[config.mk]
export PLATFORM = sky130hd
export DESIGN_NAME = round_robin_thread_scheduler
export DESIGN_NICKNAME = d
export VERILOG_FILES = /design/src/hdl/rrts_pkg.sv /design/src/hdl/rrts_tbl.sv /design/src/hdl/rrts_ctrl.sv /design/src/hdl/round_robin_thread_scheduler.sv
export VERILOG_INCLUDE_DIRS = /design/src /design/src/hdl
export SDC_FILE = /design/constraint.sdc
export NUM_CORES = 1
export LEC_CHECK = 0
export ABC_CLOCK_PERIOD_IN_PS = 10130
export BUFFER_PORTS_ARGS = -buffer_cell sky130_fd_sc_hd__buf_2
export CAP_MARGIN = 30
export CORE_AREA = 3 3 115 117
export DETAILED_ROUTE_END_ITERATION = 10
export DIE_AREA = 0 0 118 120
export GPL_ROUTABILITY_DRIVEN = 0
export PLACE_DENSITY = 0.52
export SLEW_MARGIN = 20
export SYNTH_ARGS = -nofsm -noshare
export SYNTH_HDL_FRONTEND = slang
export SYNTH_SLANG_ARGS = --single-unit
[constraint.sdc]
create_clock -name i_clk -period 10.13 [get_ports i_clk]
set_clock_uncertainty 0.15 [all_clocks]
set_input_delay 1.5195 -clock i_clk [delete_from_list [all_inputs] [get_ports i_clk]]
set_output_delay 1.5195 -clock i_clk [all_outputs]
set_load 0.02 [all_outputs]
[src/hdl/round_robin_thread_scheduler_assert.svh]
// assertion macros shared by the scheduler modules
`ifndef ROUND_ROBIN_THREAD_SCHEDULER_ASSERT_SVH
`define ROUND_ROBIN_THREAD_SCHEDULER_ASSERT_SVH

// same-cycle implication, checked out of reset
`define RRTS_ASSERT_HOLDS(label, clk, rst_n, ante, cons) \
    label: assert property (@(posedge clk) disable iff (!rst_n) (ante) |-> (cons)) \
        else $error("rrts assertion failed");

// next-cycle implication, checked out of reset
`define RRTS_ASSERT_NEXT(label, clk, rst_n, ante, cons) \
    label: assert property (@(posedge clk) disable iff (!rst_n) (ante) |=> (cons)) \
        else $error("rrts assertion failed");

`endif

[src/hdl/rrts_pkg.sv]
// shared types and codes of the round robin thread scheduler
`timescale 1ns / 1ps
`default_nettype none

package rrts_pkg;

    localparam int DEF_MAX_THREADS = 16;

    localparam int CMD_W  = 3;
    localparam int ID_W   = 4;
    localparam int TST_W  = 2;
    localparam int STAT_W = 3;

    // commands
    localparam logic [CMD_W-1:0] CMD_APPEND  = 3'd0;
    localparam logic [CMD_W-1:0] CMD_SUSPEND = 3'd1;
    localparam logic [CMD_W-1:0] CMD_RESUME  = 3'd2;
    localparam logic [CMD_W-1:0] CMD_START   = 3'd3;
    localparam logic [CMD_W-1:0] CMD_TICK    = 3'd4;

    // thread states
    localparam logic [TST_W-1:0] TS_READY     = 2'd0;
    localparam logic [TST_W-1:0] TS_RUNNING   = 2'd1;
    localparam logic [TST_W-1:0] TS_SUSPENDED = 2'd2;

    // result status
    localparam logic [STAT_W-1:0] STAT_OK            = 3'd0;
    localparam logic [STAT_W-1:0] STAT_FULL          = 3'd1;
    localparam logic [STAT_W-1:0] STAT_BAD_ID        = 3'd2;
    localparam logic [STAT_W-1:0] STAT_EMPTY         = 3'd3;
    localparam logic [STAT_W-1:0] STAT_NONE_RUNNABLE = 3'd4;
    localparam logic [STAT_W-1:0] STAT_NOT_STARTED   = 3'd5;

    typedef struct packed {
        logic [CMD_W-1:0] command;
        logic [ID_W-1:0]  thread_id;
        logic [TST_W-1:0] initial_state;
    } t_req_item;

    typedef struct packed {
        logic [ID_W-1:0]   current_id;
        logic              started;
        logic              switched;
        logic [ID_W-1:0]   new_id;
        logic [STAT_W-1:0] status;
    } t_res_item;

endpackage

`default_nettype wire

[src/hdl/rrts_tbl.sv]
// thread state table: one write port, one registered read port
`timescale 1ns / 1ps
`default_nettype none

module rrts_tbl #(
    parameter int MAX_THREADS = rrts_pkg::DEF_MAX_THREADS
) (
    input  wire logic                                  i_clk,
    input  wire logic                                  i_we,
    input  wire logic [$clog2(MAX_THREADS)-1:0]        i_waddr,
    input  wire logic [rrts_pkg::TST_W-1:0]            i_wdata,
    input  wire logic [$clog2(MAX_THREADS)-1:0]        i_raddr,
    output logic      [rrts_pkg::TST_W-1:0]            o_rdata
);

    logic [rrts_pkg::TST_W-1:0] r_mem [MAX_THREADS];
    logic [rrts_pkg::TST_W-1:0] r_rdata;

    always_ff @(posedge i_clk) begin
        if (i_we) begin
            r_mem[i_waddr] <= i_wdata;
        end
        r_rdata <= r_mem[i_raddr];
    end

    assign o_rdata = r_rdata;

endmodule

`default_nettype wire

[src/hdl/rrts_ctrl.sv]
// command sequencer with the shared wrap-decrement and compare unit
`timescale 1ns / 1ps
`default_nettype none

`include "round_robin_thread_scheduler_assert.svh"

module rrts_ctrl #(
    parameter int MAX_THREADS = rrts_pkg::DEF_MAX_THREADS
) (
    input  wire logic                                  i_clk,
    input  wire logic                                  i_rst_n,
    input  wire logic                                  i_go,
    input  wire rrts_pkg::t_req_item                   i_item,
    input  wire logic                                  i_res_free,
    output logic                                       o_done,
    output rrts_pkg::t_res_item                        o_res,
    output logic                                       o_we,
    output logic      [$clog2(MAX_THREADS)-1:0]        o_waddr,
    output logic      [rrts_pkg::TST_W-1:0]            o_wdata,
    output logic      [$clog2(MAX_THREADS)-1:0]        o_raddr,
    input  wire logic [rrts_pkg::TST_W-1:0]            i_rdata
);

    localparam int SLOT_W = $clog2(MAX_THREADS);
    localparam int CNT_W  = $clog2(MAX_THREADS + 1);
    localparam int ID_W   = rrts_pkg::ID_W;
    localparam int CMP_W  = (CNT_W > ID_W) ? CNT_W : ID_W;

    typedef enum logic [7:0] {
        S_IDLE     = 8'b0000_0001,
        S_DISPATCH = 8'b0000_0010,
        S_RES      = 8'b0000_0100,
        S_CUR      = 8'b0000_1000,
        S_SCAN     = 8'b0001_0000,
        S_DEMOTE   = 8'b0010_0000,
        S_PROMOTE  = 8'b0100_0000,
        S_DONE     = 8'b1000_0000
    } t_ctrl_state;

    t_ctrl_state                r_state, n_state;
    logic [CNT_W-1:0]           r_count, n_count;
    logic [SLOT_W-1:0]          r_cur, n_cur;
    logic                       r_started, n_started;
    logic [SLOT_W-1:0]          r_n, n_n;
    logic [CNT_W-1:0]           r_visits, n_visits;
    logic [rrts_pkg::TST_W-1:0] r_cur_state, n_cur_state;
    rrts_pkg::t_res_item        r_res, n_res;

    logic [SLOT_W-1:0]          w_dec;
    logic [SLOT_W-1:0]          w_newest;
    logic [SLOT_W-1:0]          w_id_slot;
    logic                       w_id_ok;
    logic                       w_runnable;

    // shared unit: step one slot toward older threads, wrapping to the newest
    assign w_newest   = SLOT_W'(r_count - CNT_W'(1));
    assign w_dec      = (r_n == '0) ? w_newest : r_n - SLOT_W'(1);
    assign w_id_ok    = CMP_W'(i_item.thread_id) < CMP_W'(r_count);
    assign w_id_slot  = SLOT_W'(i_item.thread_id);
    assign w_runnable = (i_rdata == rrts_pkg::TS_READY) || (i_rdata == rrts_pkg::TS_RUNNING);

    always_comb begin
        n_state     = r_state;
        n_count     = r_count;
        n_cur       = r_cur;
        n_started   = r_started;
        n_n         = r_n;
        n_visits    = r_visits;
        n_cur_state = r_cur_state;
        n_res       = r_res;
        o_we        = 1'b0;
        o_waddr     = r_cur;
        o_wdata     = rrts_pkg::TS_READY;
        o_raddr     = r_cur;

        case (r_state)
            S_IDLE: begin
                if (i_go) begin
                    n_state = S_DISPATCH;
                end
            end
            S_DISPATCH: begin
                n_res.switched = 1'b0;
                n_res.new_id   = '0;
                n_res.status   = rrts_pkg::STAT_OK;
                n_state        = S_DONE;
                case (i_item.command)
                    rrts_pkg::CMD_APPEND: begin
                        if (r_count >= CNT_W'(MAX_THREADS)) begin
                            n_res.status = rrts_pkg::STAT_FULL;
                        end else begin
                            o_we         = 1'b1;
                            o_waddr      = SLOT_W'(r_count);
                            o_wdata      = i_item.initial_state;
                            n_res.new_id = ID_W'(r_count);
                            n_count      = r_count + CNT_W'(1);
                        end
                    end
                    rrts_pkg::CMD_SUSPEND: begin
                        if (!w_id_ok) begin
                            n_res.status = rrts_pkg::STAT_BAD_ID;
                        end else begin
                            o_we    = 1'b1;
                            o_waddr = w_id_slot;
                            o_wdata = rrts_pkg::TS_SUSPENDED;
                        end
                    end
                    rrts_pkg::CMD_RESUME: begin
                        if (!w_id_ok) begin
                            n_res.status = rrts_pkg::STAT_BAD_ID;
                        end else begin
                            o_raddr = w_id_slot;
                            n_state = S_RES;
                        end
                    end
                    rrts_pkg::CMD_START: begin
                        if (r_count == '0) begin
                            n_res.status = rrts_pkg::STAT_EMPTY;
                        end else begin
                            o_we      = 1'b1;
                            o_waddr   = w_newest;
                            o_wdata   = rrts_pkg::TS_RUNNING;
                            n_cur     = w_newest;
                            n_started = 1'b1;
                        end
                    end
                    rrts_pkg::CMD_TICK: begin
                        if (!r_started || r_count == '0) begin
                            n_res.status = rrts_pkg::STAT_NOT_STARTED;
                        end else begin
                            o_raddr = r_cur;
                            n_n     = r_cur;
                            n_state = S_CUR;
                        end
                    end
                    default: begin
                    end
                endcase
            end
            S_RES: begin
                // a running thread stays running
                if (i_rdata != rrts_pkg::TS_RUNNING) begin
                    o_we    = 1'b1;
                    o_waddr = w_id_slot;
                    o_wdata = rrts_pkg::TS_READY;
                end
                n_state = S_DONE;
            end
            S_CUR: begin
                n_cur_state = i_rdata;
                o_raddr     = w_dec;
                n_n         = w_dec;
                n_visits    = CNT_W'(1);
                n_state     = S_SCAN;
            end
            S_SCAN: begin
                if (w_runnable) begin
                    n_state = S_DEMOTE;
                end else if (r_visits == r_count) begin
                    n_res.status = rrts_pkg::STAT_NONE_RUNNABLE;
                    n_state      = S_DONE;
                end else begin
                    o_raddr  = w_dec;
                    n_n      = w_dec;
                    n_visits = r_visits + CNT_W'(1);
                end
            end
            S_DEMOTE: begin
                if (r_cur_state == rrts_pkg::TS_RUNNING) begin
                    o_we    = 1'b1;
                    o_waddr = r_cur;
                    o_wdata = rrts_pkg::TS_READY;
                end
                n_state = S_PROMOTE;
            end
            S_PROMOTE: begin
                // written after the demote so a self-switch ends running
                o_we           = 1'b1;
                o_waddr        = r_n;
                o_wdata        = rrts_pkg::TS_RUNNING;
                n_cur          = r_n;
                n_res.switched = 1'b1;
                n_state        = S_DONE;
            end
            S_DONE: begin
                if (i_res_free) begin
                    n_state = S_IDLE;
                end
            end
            default: begin
                n_state = S_IDLE;
            end
        endcase

        n_res.current_id = ID_W'(n_cur);
        n_res.started    = n_started;
    end

    always_ff @(posedge i_clk) begin
        if (!i_rst_n) begin
            r_state   <= S_IDLE;
            r_count   <= '0;
            r_cur     <= '0;
            r_started <= 1'b0;
        end else begin
            r_state   <= n_state;
            r_count   <= n_count;
            r_cur     <= n_cur;
            r_started <= n_started;
        end
    end

    always_ff @(posedge i_clk) begin
        r_n         <= n_n;
        r_visits    <= n_visits;
        r_cur_state <= n_cur_state;
        r_res       <= n_res;
    end

    assign o_done = (r_state == S_DONE);
    assign o_res  = r_res;

    `RRTS_ASSERT_HOLDS(a_no_write_when_quiet, i_clk, i_rst_n, (r_state == S_IDLE || r_state == S_DONE), !o_we)
    `RRTS_ASSERT_HOLDS(a_scan_in_range, i_clk, i_rst_n, (r_state == S_SCAN), (r_visits != '0 && r_visits <= r_count))
    `RRTS_ASSERT_HOLDS(a_current_appended, i_clk, i_rst_n, r_started, (CNT_W'(r_cur) < r_count))
    `RRTS_ASSERT_NEXT(a_promote_switches, i_clk, i_rst_n, (r_state == S_PROMOTE), (r_res.switched && r_state == S_DONE))

endmodule

`default_nettype wire

[src/hdl/round_robin_thread_scheduler.sv]
// top level of the round robin thread scheduler
`timescale 1ns / 1ps
`default_nettype none

`include "round_robin_thread_scheduler_assert.svh"

// Round robin thread scheduler. Keeps a table of up to MAX_THREADS thread
// slots (ready, running or suspended) and takes one request at a time:
// append, suspend, resume, start or schedule tick. Each request gives exactly
// one result with the current slot, the started flag, the switch flag, the
// slot given by an append and a status code. A resume makes one table read,
// and a schedule tick runs a scan loop that reads one slot per cycle through
// the single read port of the state table and steps the slot with one shared
// wrap-decrement unit, stopping at the first runnable thread or after every
// slot was visited. The next request is taken once the result has moved into
// the output register, even while that result still waits downstream. The
// state table has no reset; slots beyond the thread count are never read.
module round_robin_thread_scheduler #(
    parameter int MAX_THREADS = rrts_pkg::DEF_MAX_THREADS
) (
    input  wire logic                 i_clk,
    input  wire logic                 i_rst_n,
    // request channel
    input  wire logic                 i_req_valid,
    input  wire rrts_pkg::t_req_item  i_req_data,
    output logic                      o_req_stall,
    // result channel
    output logic                      o_res_valid,
    output rrts_pkg::t_res_item       o_res_data,
    input  wire logic                 i_res_stall
);

    localparam int SLOT_W = $clog2(MAX_THREADS);

    // request side: one request in flight, held in r_item while the sequencer runs
    logic                      r_busy;
    logic                      r_go;
    rrts_pkg::t_req_item       r_item;

    // result side output register
    logic                      r_res_valid;
    rrts_pkg::t_res_item       r_res_data;

    logic                      w_req_acc;
    logic                      w_res_free;
    logic                      w_done;
    logic                      w_hand;
    rrts_pkg::t_res_item       w_res;

    // table port wiring
    logic                      w_we;
    logic [SLOT_W-1:0]         w_waddr;
    logic [rrts_pkg::TST_W-1:0] w_wdata;
    logic [SLOT_W-1:0]         w_raddr;
    logic [rrts_pkg::TST_W-1:0] w_rdata;

    assign o_req_stall = r_busy;
    assign w_req_acc   = i_req_valid && !r_busy;

    // output slot is free when empty or being taken this cycle
    assign w_res_free  = !r_res_valid || !i_res_stall;
    assign w_hand      = w_done && w_res_free;

    always_ff @(posedge i_clk) begin
        if (!i_rst_n) begin
            r_busy      <= 1'b0;
            r_go        <= 1'b0;
            r_res_valid <= 1'b0;
        end else begin
            r_go <= w_req_acc;
            if (w_req_acc) begin
                r_busy <= 1'b1;
            end else if (w_hand) begin
                r_busy <= 1'b0;
            end
            if (w_hand) begin
                r_res_valid <= 1'b1;
            end else if (!i_res_stall) begin
                r_res_valid <= 1'b0;
            end
        end
    end

    // payload registers
    always_ff @(posedge i_clk) begin
        if (w_req_acc) begin
            r_item <= i_req_data;
        end
        if (w_hand) begin
            r_res_data <= w_res;
        end
    end

    assign o_res_valid = r_res_valid;
    assign o_res_data  = r_res_data;

    // sequencer and shared slot-step unit
    rrts_ctrl #(
        .MAX_THREADS (MAX_THREADS)
    ) u_ctrl (
        .i_clk      (i_clk),
        .i_rst_n    (i_rst_n),
        .i_go       (r_go),
        .i_item     (r_item),
        .i_res_free (w_res_free),
        .o_done     (w_done),
        .o_res      (w_res),
        .o_we       (w_we),
        .o_waddr    (w_waddr),
        .o_wdata    (w_wdata),
        .o_raddr    (w_raddr),
        .i_rdata    (w_rdata)
    );

    // thread state table
    rrts_tbl #(
        .MAX_THREADS (MAX_THREADS)
    ) u_tbl (
        .i_clk   (i_clk),
        .i_we    (w_we),
        .i_waddr (w_waddr),
        .i_wdata (w_wdata),
        .i_raddr (w_raddr),
        .o_rdata (w_rdata)
    );

    `RRTS_ASSERT_HOLDS(a_hand_only_busy, i_clk, i_rst_n, w_hand, r_busy)
    `RRTS_ASSERT_NEXT(a_accept_starts, i_clk, i_rst_n, w_req_acc, (r_busy && r_go))

endmodule

`default_nettype wire
==> qor_table.md, run 1 <==
| Metric | This run | Unit |
|---|---|---|
| Number of resized instances in the post-cts repair step | 0 | - |
| Final min period | 3791 | ps |
| Vias per Instance | 5.521 | - |
| Power density over the cells | 159.9 | mW/mm2 |
| Multi-input combinational cell area | 0.001937 | mm2 |
| Required time of the critical path | 10200 | ps |
| Internal power summed over all cells | 687.6 | uW |
| Diodes inserted | 0 | - |
| Startpoint type of the worst setup path | flop | - |
| Clock tree from TritonCTS | yes | - |
| Worst relative slew slack | 0.3811 | - |
| Type of the setup path with the least slack | reg2reg | - |
| Flip-flop and latch count after synthesis | 101 | - |
| Clock Power Share | 0.436 | - |
| Synthesized netlist net count | 416 | - |
| Critical Path Slowest Stage Cell | sky130_fd_sc_hd__a222oi_1 | - |
| Routed WL per cell | 18.60 | um |
| Io pins | 28 | - |
| Critical Path, Cell by Cell | inv_1, ha_1, o21a_1, nor2_1, a211o_1, o311ai_4, a222oi_1, clkbuf_2, mux4_1, a22oi_1, o211ai_2 | - |
| Data arrival time of the critical path | 3860 | ps |
| Overall global routing resource usage | 0.1635 | - |
| Synthesis-to-layout area growth | 14.30 | % |
| Detailed-route via count | 3329 | - |
| 1st-pass router iterations | 6 | - |
| Core area | 0.01247 | mm2 |
| Final routed wirelength across all metal layers | 11220 | um |
| Warnings from Yosys | 0 | - |
| Largest area contributor in the netlist | sky130_fd_sc_hd__edfxtp_1 | - |
| Worst Setup SP | u_ctrl.r_count[2] | - |
| Largest stage delay on the critical path | 660 | ps |
| Hold-fix buffers at CTS | 0 | - |
| Hold path startpoint | u_ctrl.o_res[11] | - |
| Critical path depth | 11 | - |
| Clock transition at the register clock pins on the worst setup and hold paths after CTS | 70 | ps |
| Initial antenna violation count | 0 | - |
| Post-synth EDFFs | 73 | - |
| Area share of the largest cell type after synthesis | 0.4572 | - |
| Reported max-cap violation count | 0 | - |
| Final Slew Violations | 0 | - |
| Final routed DRC violation total | 0 | - |
| Setup TNS Final | 0 | ps |
| Buffers inserted by post-CTS timing repair | 0 | - |
| CTS root buf | sky130_fd_sc_hd__clkbuf_16 | - |
| DIE WIDTH | 118 | um |
| Source-to-sink clock delay at the later pin of the worst-skew pair | 340 | ps |
| Min-delay worst type | reg2reg | - |
| Fraction of layout instances using a drive strength above 1 | 0.1694 | - |
| Die ar. | 0.01416 | mm2 |
| Share of the yosys chip area belonging to registers | 0.5741 | - |
| Startpoint of the most critical register-to-register path | u_ctrl.r_count[2] | - |
| Level count of the clock H-tree | 3 | - |
| Global-route wire length before repair | 17990 | um |
| Hold path cells | 0 | - |
| Via count of the first global-routing pass | 3288 | - |
| P_sw | 188.5 | uW |
| Post-synthesis cell type count | 68 | - |
| Number of buffers on the longest clock path | 2 | - |
| Y dimension of the die | 120 | um |
| Actual transition at the worst max-transition pin | 920.6 | ps |
| Critical path capture point type | flop | - |
| Input/output buffers | 27 | - |
| Total clock buffers created by CTS | 9 | - |
| Leakage power of the design | 2.039 | nW |
| Cell area after synthesis | 0.004795 | mm2 |
| Minimum setup slack after placement | 6183 | ps |
| Switching part of the total power | 0.2152 | - |
| Period utilization | 0.3742 | - |
| Maximum operating frequency | 263.8 | MHz |
| Kind of cell with the highest combined delay on the critical path | compound AO/OA/AOI/OAI gates | - |
| Largest voltage drop on the vdd net | 106.3 | uV |
| CTS sink cnt | 101 | - |
| Final antenna-violating net count | 0 | - |
| Cells taking the most area after synthesis | sky130_fd_sc_hd__edfxtp_1 46%, sky130_fd_sc_hd__dfxtp_1 12%, sky130_fd_sc_hd__mux4_1 3.3% | - |
| Pin count of the biggest net entering global routing | 20 | - |
| Layout Nets | 446 | - |
| Avg Synthesized Cell Area | 12.11 | um2 |
| Worst Slack Setup Final | 6339 | ps |
| Logic pwr share | 0.048 | - |
| Post-DP HPWL | 8361 | um |
| Number of instances in the synthesized netlist | 396 | - |
| Row Count | 41 | - |
| Overflow after GRT | 0 | - |
| Final hold viol count | 0 | - |
| Fill cell count | 1167 | - |
| Internal reg-to-reg setup slack | 6340 | ps |
| Largest driver fanout on the critical path | 12 | - |
| Effective utilization at floorplan | 0.3846 | - |
| Combined flip-flop and latch cell area | 0.002753 | mm2 |
| DRC marker count from the first detailed-route iteration | 383 | - |
| Final setup violating endpoints | 0 | - |
| Dominant register cell in the synthesized netlist | sky130_fd_sc_hd__edfxtp_1 | - |
| Register share of total power | 0.516 | - |
| Async set or reset register ratio after synthesis | 0 | - |
| Run status | complete, no violations | - |
| R2R depth | 11 | - |
| Worst Path Buf+Inv | 2 | - |
| RSZ-0062 raised after global routing | false | - |
[cells in the final DEF (no fill, tap or decap), types with 3 or more instances in the layout]
cell                        netlist  layout
sky130_fd_sc_hd__a211oi_1         4       4
sky130_fd_sc_hd__inv_1           15      15
sky130_fd_sc_hd__nor2b_1          5       5
sky130_fd_sc_hd__o221ai_1         4       4
sky130_fd_sc_hd__buf_4            0       3
sky130_fd_sc_hd__nand4b_1         4       4
sky130_fd_sc_hd__nor2_1          42      42
sky130_fd_sc_hd__clkbuf_16        0      11
sky130_fd_sc_hd__nor4_1           4       3
sky130_fd_sc_hd__nand2_1         26      26
sky130_fd_sc_hd__nor3_1           8       8
sky130_fd_sc_hd__xnor2_1          6       6
sky130_fd_sc_hd__nand3_1          6       6
sky130_fd_sc_hd__o211ai_1         3       3
sky130_fd_sc_hd__inv_2            3       3
sky130_fd_sc_hd__mux4_1           6       6
sky130_fd_sc_hd__and3_1           3       3
sky130_fd_sc_hd__a22oi_1          3       3
sky130_fd_sc_hd__dfxtp_1         28      28
sky130_fd_sc_hd__nor4_2           2       3
sky130_fd_sc_hd__ha_1             7       7
sky130_fd_sc_hd__nand2b_1         8       8
sky130_fd_sc_hd__a221o_1          3       3
sky130_fd_sc_hd__xor2_1           8       8
sky130_fd_sc_hd__a221oi_1         5       5
sky130_fd_sc_hd__and2_1          17      17
sky130_fd_sc_hd__o21ai_0         12      11
sky130_fd_sc_hd__edfxtp_1        73      73
sky130_fd_sc_hd__nor4b_1          3       3
sky130_fd_sc_hd__a222oi_1         5       5
sky130_fd_sc_hd__a21oi_1         12      11
sky130_fd_sc_hd__mux2_2           8       8
sky130_fd_sc_hd__buf_2            2      27
sky130_fd_sc_hd__o21ai_1          3       4
sky130_fd_sc_hd__nor3b_1          5       5
[cells in the mapped netlist, drive strengths merged (9+ instances only)]
library cell,n
nor2,42
and2,17
inv,18
a21oi,12
o21ai,15
nand2,26
clkbuf,9
dfxtp,28
edfxtp,73
[logic make-up after synthesis]
logic type / Yosys count / share of synthesized area
muxes: 16 / 0.05585
and+or+nand+nor: 149 / 0.1715
AOI/OAI and AO/OA: 79 / 0.1307
DFF: 101 / 0.5741
xor gates and xnor gates: 14 / 0.02557
buffers and inverters: 30 / 0.02401
adders and majority gates: 7 / 0.01827
[flip-flops by register name (all words and copies together), names as in the netlist]
name / count
u_ctrl.o_res: 13
u_ctrl.r_n: 4
r_go: 1
r_item: 9
u_ctrl.r_started: 1
o_res_valid: 1
u_ctrl.r_count: 5
u_ctrl.r_cur: 4
u_ctrl.r_visits: 5
o_res_data: 13
u_ctrl.r_cur_state: 2
o_req_stall: 1
u_tbl.r_mem: 32
u_ctrl.r_state: 8
u_tbl.o_rdata: 2
[routing by layer]
layer | global-route usage | vias up | part of all wire
li1 | - | 1573 | -
met1 | 0.2350 | 1639 | 0.49
met2 | 0.2454 | 100 | 0.45
met3 | 0.03864 | 17 | 0.043
met4 | 0.05128 | 0 | 0.016
met5 | 0 | - | 0
[power by group through the flow]
stage / Combinational [mW] / Clock (mW) / Sequential (mW)
after floorplan: 0.0297 / 0 / 0.459
after global placement: 0.0409 / 0 / 0.461
after detailed placement: 0.0415 / 0 / 0.461
after CTS: 0.0417 / 0.392 / 0.452
after global routing: 0.0464 / 0.410 / 0.453
final: 0.0419 / 0.382 / 0.452
[cell type report]
| class | instances | area share |
|---|---|---|
| clock buffers | 11 | 0.05023 |
| clock inverters | 5 | 0.01279 |
| inverters | 18 | 0.01233 |
| multi-input cells | 265 | 0.3534 |
| flip-flops and latches | 101 | 0.5023 |
| well taps | 172 | 0.03927 |
| repair buffers | 31 | 0.02968 |
[metrics by stage]
stage	total power [mW]	cells	hold slack, ps	area [um2]	utilization
final	0.8762	603	254.9	5480	0.4396
after global routing	0.9091	603	261.4	5480	0.4396
after CTS	0.8853	602	255.9	5475	0.4392
after detailed placement	0.5028	586	238.7	5130	0.4115
after global placement	0.5020	584	237.9	5111	0.4100
after floorplan	0.4884	396	235.5	4795	-
[path summary, 6_finish.rpt]
check / endpoint
setup reg to reg: u_tbl.o_rdata[1]
setup / recovery: u_tbl.o_rdata[1]
hold reg to reg: o_res_data[11]
hold / removal: o_res_data[11]
(Power assumes the default switching activity.)
==> run 2: changes to the inputs <==
--- a/config.mk
+++ b/config.mk
@@ -6,14 +6,15 @@
 export SDC_FILE = /design/constraint.sdc
 export NUM_CORES = 1
 export LEC_CHECK = 0
-export ABC_CLOCK_PERIOD_IN_PS = 10130
+export ABC_AREA = 1
+export ABC_CLOCK_PERIOD_IN_PS = 3930
 export BUFFER_PORTS_ARGS = -buffer_cell sky130_fd_sc_hd__buf_2
 export CAP_MARGIN = 30
-export CORE_AREA = 3 3 115 117
+export CORE_AREA = 3 3 119 121
 export DETAILED_ROUTE_END_ITERATION = 10
-export DIE_AREA = 0 0 118 120
+export DIE_AREA = 0 0 122 124
 export GPL_ROUTABILITY_DRIVEN = 0
-export PLACE_DENSITY = 0.52
+export PLACE_DENSITY = 0.51
 export SLEW_MARGIN = 20
 export SYNTH_ARGS = -nofsm -noshare
 export SYNTH_HDL_FRONTEND = slang
==> constraint.sdc (replaced) <==
create_clock -name i_clk -period 3.93 [get_ports i_clk]
set_clock_uncertainty 0.15 [all_clocks]
set_input_delay 0.5895 -clock i_clk [delete_from_list [all_inputs] [get_ports i_clk]]
set_output_delay 0.5895 -clock i_clk [all_outputs]
set_load 0.02 [all_outputs]
==> qor_table.md, run 2 <==
| Metric | This run | Unit |
|---|---|---|
| Area share of and/or/nand/nor cells after synthesis | 0.2724 | - |
| Type of the setup path with the least slack | reg2reg | - |
| 1st-pass router iterations | 5 | - |
| Synthesized netlist net count | 580 | - |
| Largest driver fanout on the critical path | 10 | - |
| Warnings from Yosys | 0 | - |
| Register with the most flip-flops | u_tbl.r_mem | - |
| Cell area after synthesis | 0.005076 | mm2 |
| Commonest cells after routing, fill and taps aside | 101 x sky130_fd_sc_hd__nand2_1, 74 x sky130_fd_sc_hd__inv_1, 73 x sky130_fd_sc_hd__edfxtp_1 | - |
| Number of flip-flops under the largest register name | 32 | - |
| DRC marker count from the first detailed-route iteration | 348 | - |
| Vias per Instance | 5.068 | - |
| Power density over the cells | 377.9 | mW/mm2 |
| Pin count of the biggest net entering global routing | 18 | - |
| Level count of the clock H-tree | 3 | - |
| Critical Path, Cell by Cell | inv_1, ha_1, nand2_1, nand2_1, nand2_1, nand3_4, o21ai_1, o21ai_0, o21ai_1, nand2_1, nor2_1, nand3_1, nor2_1 | - |
| Largest family of logic cells by synthesized area | simple AND/OR/NAND/NOR gates | - |
| Avg Synthesized Cell Area | 9.064 | um2 |
| Most common cell after layout, fill and taps aside | sky130_fd_sc_hd__nand2_1 | - |
| Number of resized instances in the post-cts repair step | 0 | - |
| Area share of the largest cell type after synthesis | 0.4318 | - |
| Post-synthesis compound-gate area fraction | 0.08331 | - |
| Largest stage delay on the critical path | 440 | ps |
| Data arrival time of the critical path | 2950 | ps |
| Flip-flop and latch count after synthesis | 101 | - |
| Critical Path Most Common Cell | sky130_fd_sc_hd__nand2_1 | - |
| Period utilization | 0.7769 | - |
| Actual transition at the worst max-transition pin | 860.1 | ps |
| DIE WIDTH | 122 | um |
| Layout Nets | 613 | - |
| Most frequent cells after synthesis | 101 x sky130_fd_sc_hd__nand2_1, 74 x sky130_fd_sc_hd__inv_1, 73 x sky130_fd_sc_hd__edfxtp_1, 63 x sky130_fd_sc_hd__nor2_1, 56 x sky130_fd_sc_hd__nand3_1 | - |
| Run status | complete, no violations | - |
| Buffers inserted by post-CTS timing repair | 0 | - |
| Post-synthesis cell type count | 45 | - |
| Critical Path Slowest Stage Cell | sky130_fd_sc_hd__dfxtp_1 | - |
| Min-delay worst type | reg2reg | - |
| Number of buffers on the longest clock path | 2 | - |
| Final antenna-violating net count | 0 | - |
| Detailed-route via count | 3923 | - |
| Final min period | 3053 | ps |
| Total chip power | 2.157 | mW |
| Setup TNS Final | 0 | ps |
| Startpoint type of the worst setup path | flop | - |
| Effective utilization at floorplan | 0.3848 | - |
| RSZ-0062 raised after global routing | false | - |
| Final routed wirelength across all metal layers | 12380 | um |
| Final setup violating endpoints | 0 | - |
| Worst relative slew slack | 0.4245 | - |
| Largest voltage drop on the vdd net | 193.0 | uV |
| Die ar. | 0.01513 | mm2 |
| Number of instances in the synthesized netlist | 560 | - |
| Global-route wire length before repair | 19690 | um |
| Post-DP HPWL | 9247 | um |
| Async set or reset register ratio after synthesis | 0 | - |
| Critical path capture point type | flop | - |
| Largest area contributor in the netlist | sky130_fd_sc_hd__edfxtp_1 | - |
| Initial antenna violation count | 0 | - |
| Mux contribution to synthesized area | 0 | - |
| Source-to-sink clock delay at the later pin of the worst-skew pair | 350 | ps |
| Final routed DRC violation total | 0 | - |
| Synthesis-to-layout area growth | 12.45 | % |
| Overflow after GRT | 0 | - |
| Core area | 0.01319 | mm2 |
| Via count of the first global-routing pass | 3715 | - |
| Area share of xor/xnor cells in the synthesized design | 0.008627 | - |
| Routed WL per cell | 16.00 | um |
| Leakage power of the design | 2.404 | nW |
| CTS sink cnt | 101 | - |
| CTS root buf | sky130_fd_sc_hd__clkbuf_16 | - |
| Final hold viol count | 0 | - |
| Final Slew Violations | 0 | - |
| Post-synth EDFFs | 73 | - |
| Fill cell count | 1261 | - |
| Clock transition at the register clock pins on the worst setup and hold paths after CTS | 70 | ps |
| Total clock buffers created by CTS | 9 | - |
| Clock tree from TritonCTS | yes | - |
| Adder-cell share of the synthesized area | 0.01725 | - |
| Overall global routing resource usage | 0.1730 | - |
| Leading cell type by number of instances after synthesis | sky130_fd_sc_hd__nand2_1 | - |
| Dominant register cell in the synthesized netlist | sky130_fd_sc_hd__edfxtp_1 | - |
| Reported max-cap violation count | 0 | - |
| Maximum operating frequency | 327.5 | MHz |
| Y dimension of the die | 124 | um |
| Hold-fix buffers at CTS | 0 | - |
| Row Count | 42 | - |
| Required time of the critical path | 3830 | ps |
| Diodes inserted | 0 | - |
| Fraction of layout instances using a drive strength above 1 | 0.1555 | - |
| Share of the yosys chip area belonging to registers | 0.5423 | - |
| Cells taking the most area after synthesis | sky130_fd_sc_hd__edfxtp_1 43%, sky130_fd_sc_hd__dfxtp_1 11%, sky130_fd_sc_hd__nand2_1 7.5% | - |
| Input/output buffers | 27 | - |
| Io pins | 28 | - |
run 2: cell count changes in the layout (fill, tap and decap cells not counted), moves of 11 or more:
cell,delta
sky130_fd_sc_hd__inv_1,+59
sky130_fd_sc_hd__inv_2,+11
sky130_fd_sc_hd__nand3b_1,+11
sky130_fd_sc_hd__o21ai_0,+15
sky130_fd_sc_hd__nand2_1,+75
sky130_fd_sc_hd__nand3_1,+50
sky130_fd_sc_hd__and2_1,-17
sky130_fd_sc_hd__nor2_1,+21
run 2: per-stage QoR:
step           setup slack, ps  cells  instance area (um2)  hold slack (ps)  utilization
3_5_place_dp             959.0    758                 5398            241.2       0.4092
2_1_floorplan             1508    560                 5076            235.5            -
6_report                 876.7    774                 5708            255.0       0.4327
3_3_place_gp             970.3    758                 5398            238.0       0.4092
5_1_grt                  743.2    774                 5708            256.5       0.4327
4_1_cts                  952.0    774                 5708            251.3       0.4327
run 2: path summary, 6_finish.rpt:
kind	from	end	slack, ps	cells after the start
setup reg to reg	u_ctrl.r_count[2]	u_tbl.r_mem[9][1]	880	13
hold reg to reg	u_ctrl.o_res[10]	o_res_data[10]	260	0
hold / removal	u_ctrl.o_res[10]	o_res_data[10]	260	0
setup / recovery	u_ctrl.r_count[2]	u_tbl.r_mem[9][1]	880	13
run 2: logic make-up after synthesis:
family / count (synthesis)
and+or+nand+nor: 278
DFF: 101
buffers and inverters: 96
AOI/OAI and AO/OA: 73
adders and majority gates: 7
xor gates and xnor gates: 5
run 2: cell type report:
type | count | area, um2 | share of cell area
Timing Repair Buffer | 28 | 142.6 | 0.02499
Tap cell | 176 | 220.2 | 0.03858
Clock buffer | 10 | 250.2 | 0.04384
Inverter | 90 | 345.3 | 0.06050
Multi-Input combinational cell | 363 | 1937 | 0.3393
Sequential cell | 101 | 2753 | 0.4822
Clock inverter | 6 | 60.06 | 0.01052
run 2: layer usage:
layer	vias to the layer above	GRT usage	routed length (um)
li1	1955	-	-
met1	1785	0.2415	5902
met2	158	0.2604	5280
met3	25	0.03724	860
met4	0	0.07353	340
met5	-	0	0
run 2: report_power, final:
part	total (mW)	internal (mW)	switching (mW)	leakage, nW
Combinational	0.0901	0.0271	0.0630	1.36
Sequential	1.15	1.14	0.00947	0.891
Clock	0.913	0.528	0.385	0.149
Total	2.16	1.70	0.457	2.40
run 2: worst max-delay path, delay by kind of cell (launching register included):
kind | cells | cell delay (ps)
compound gates | 3 | 580
fa+ha+maj | 1 | 340
buf+inv | 1 | 190
flops | 1 | 440
simple gates | 8 | 1070
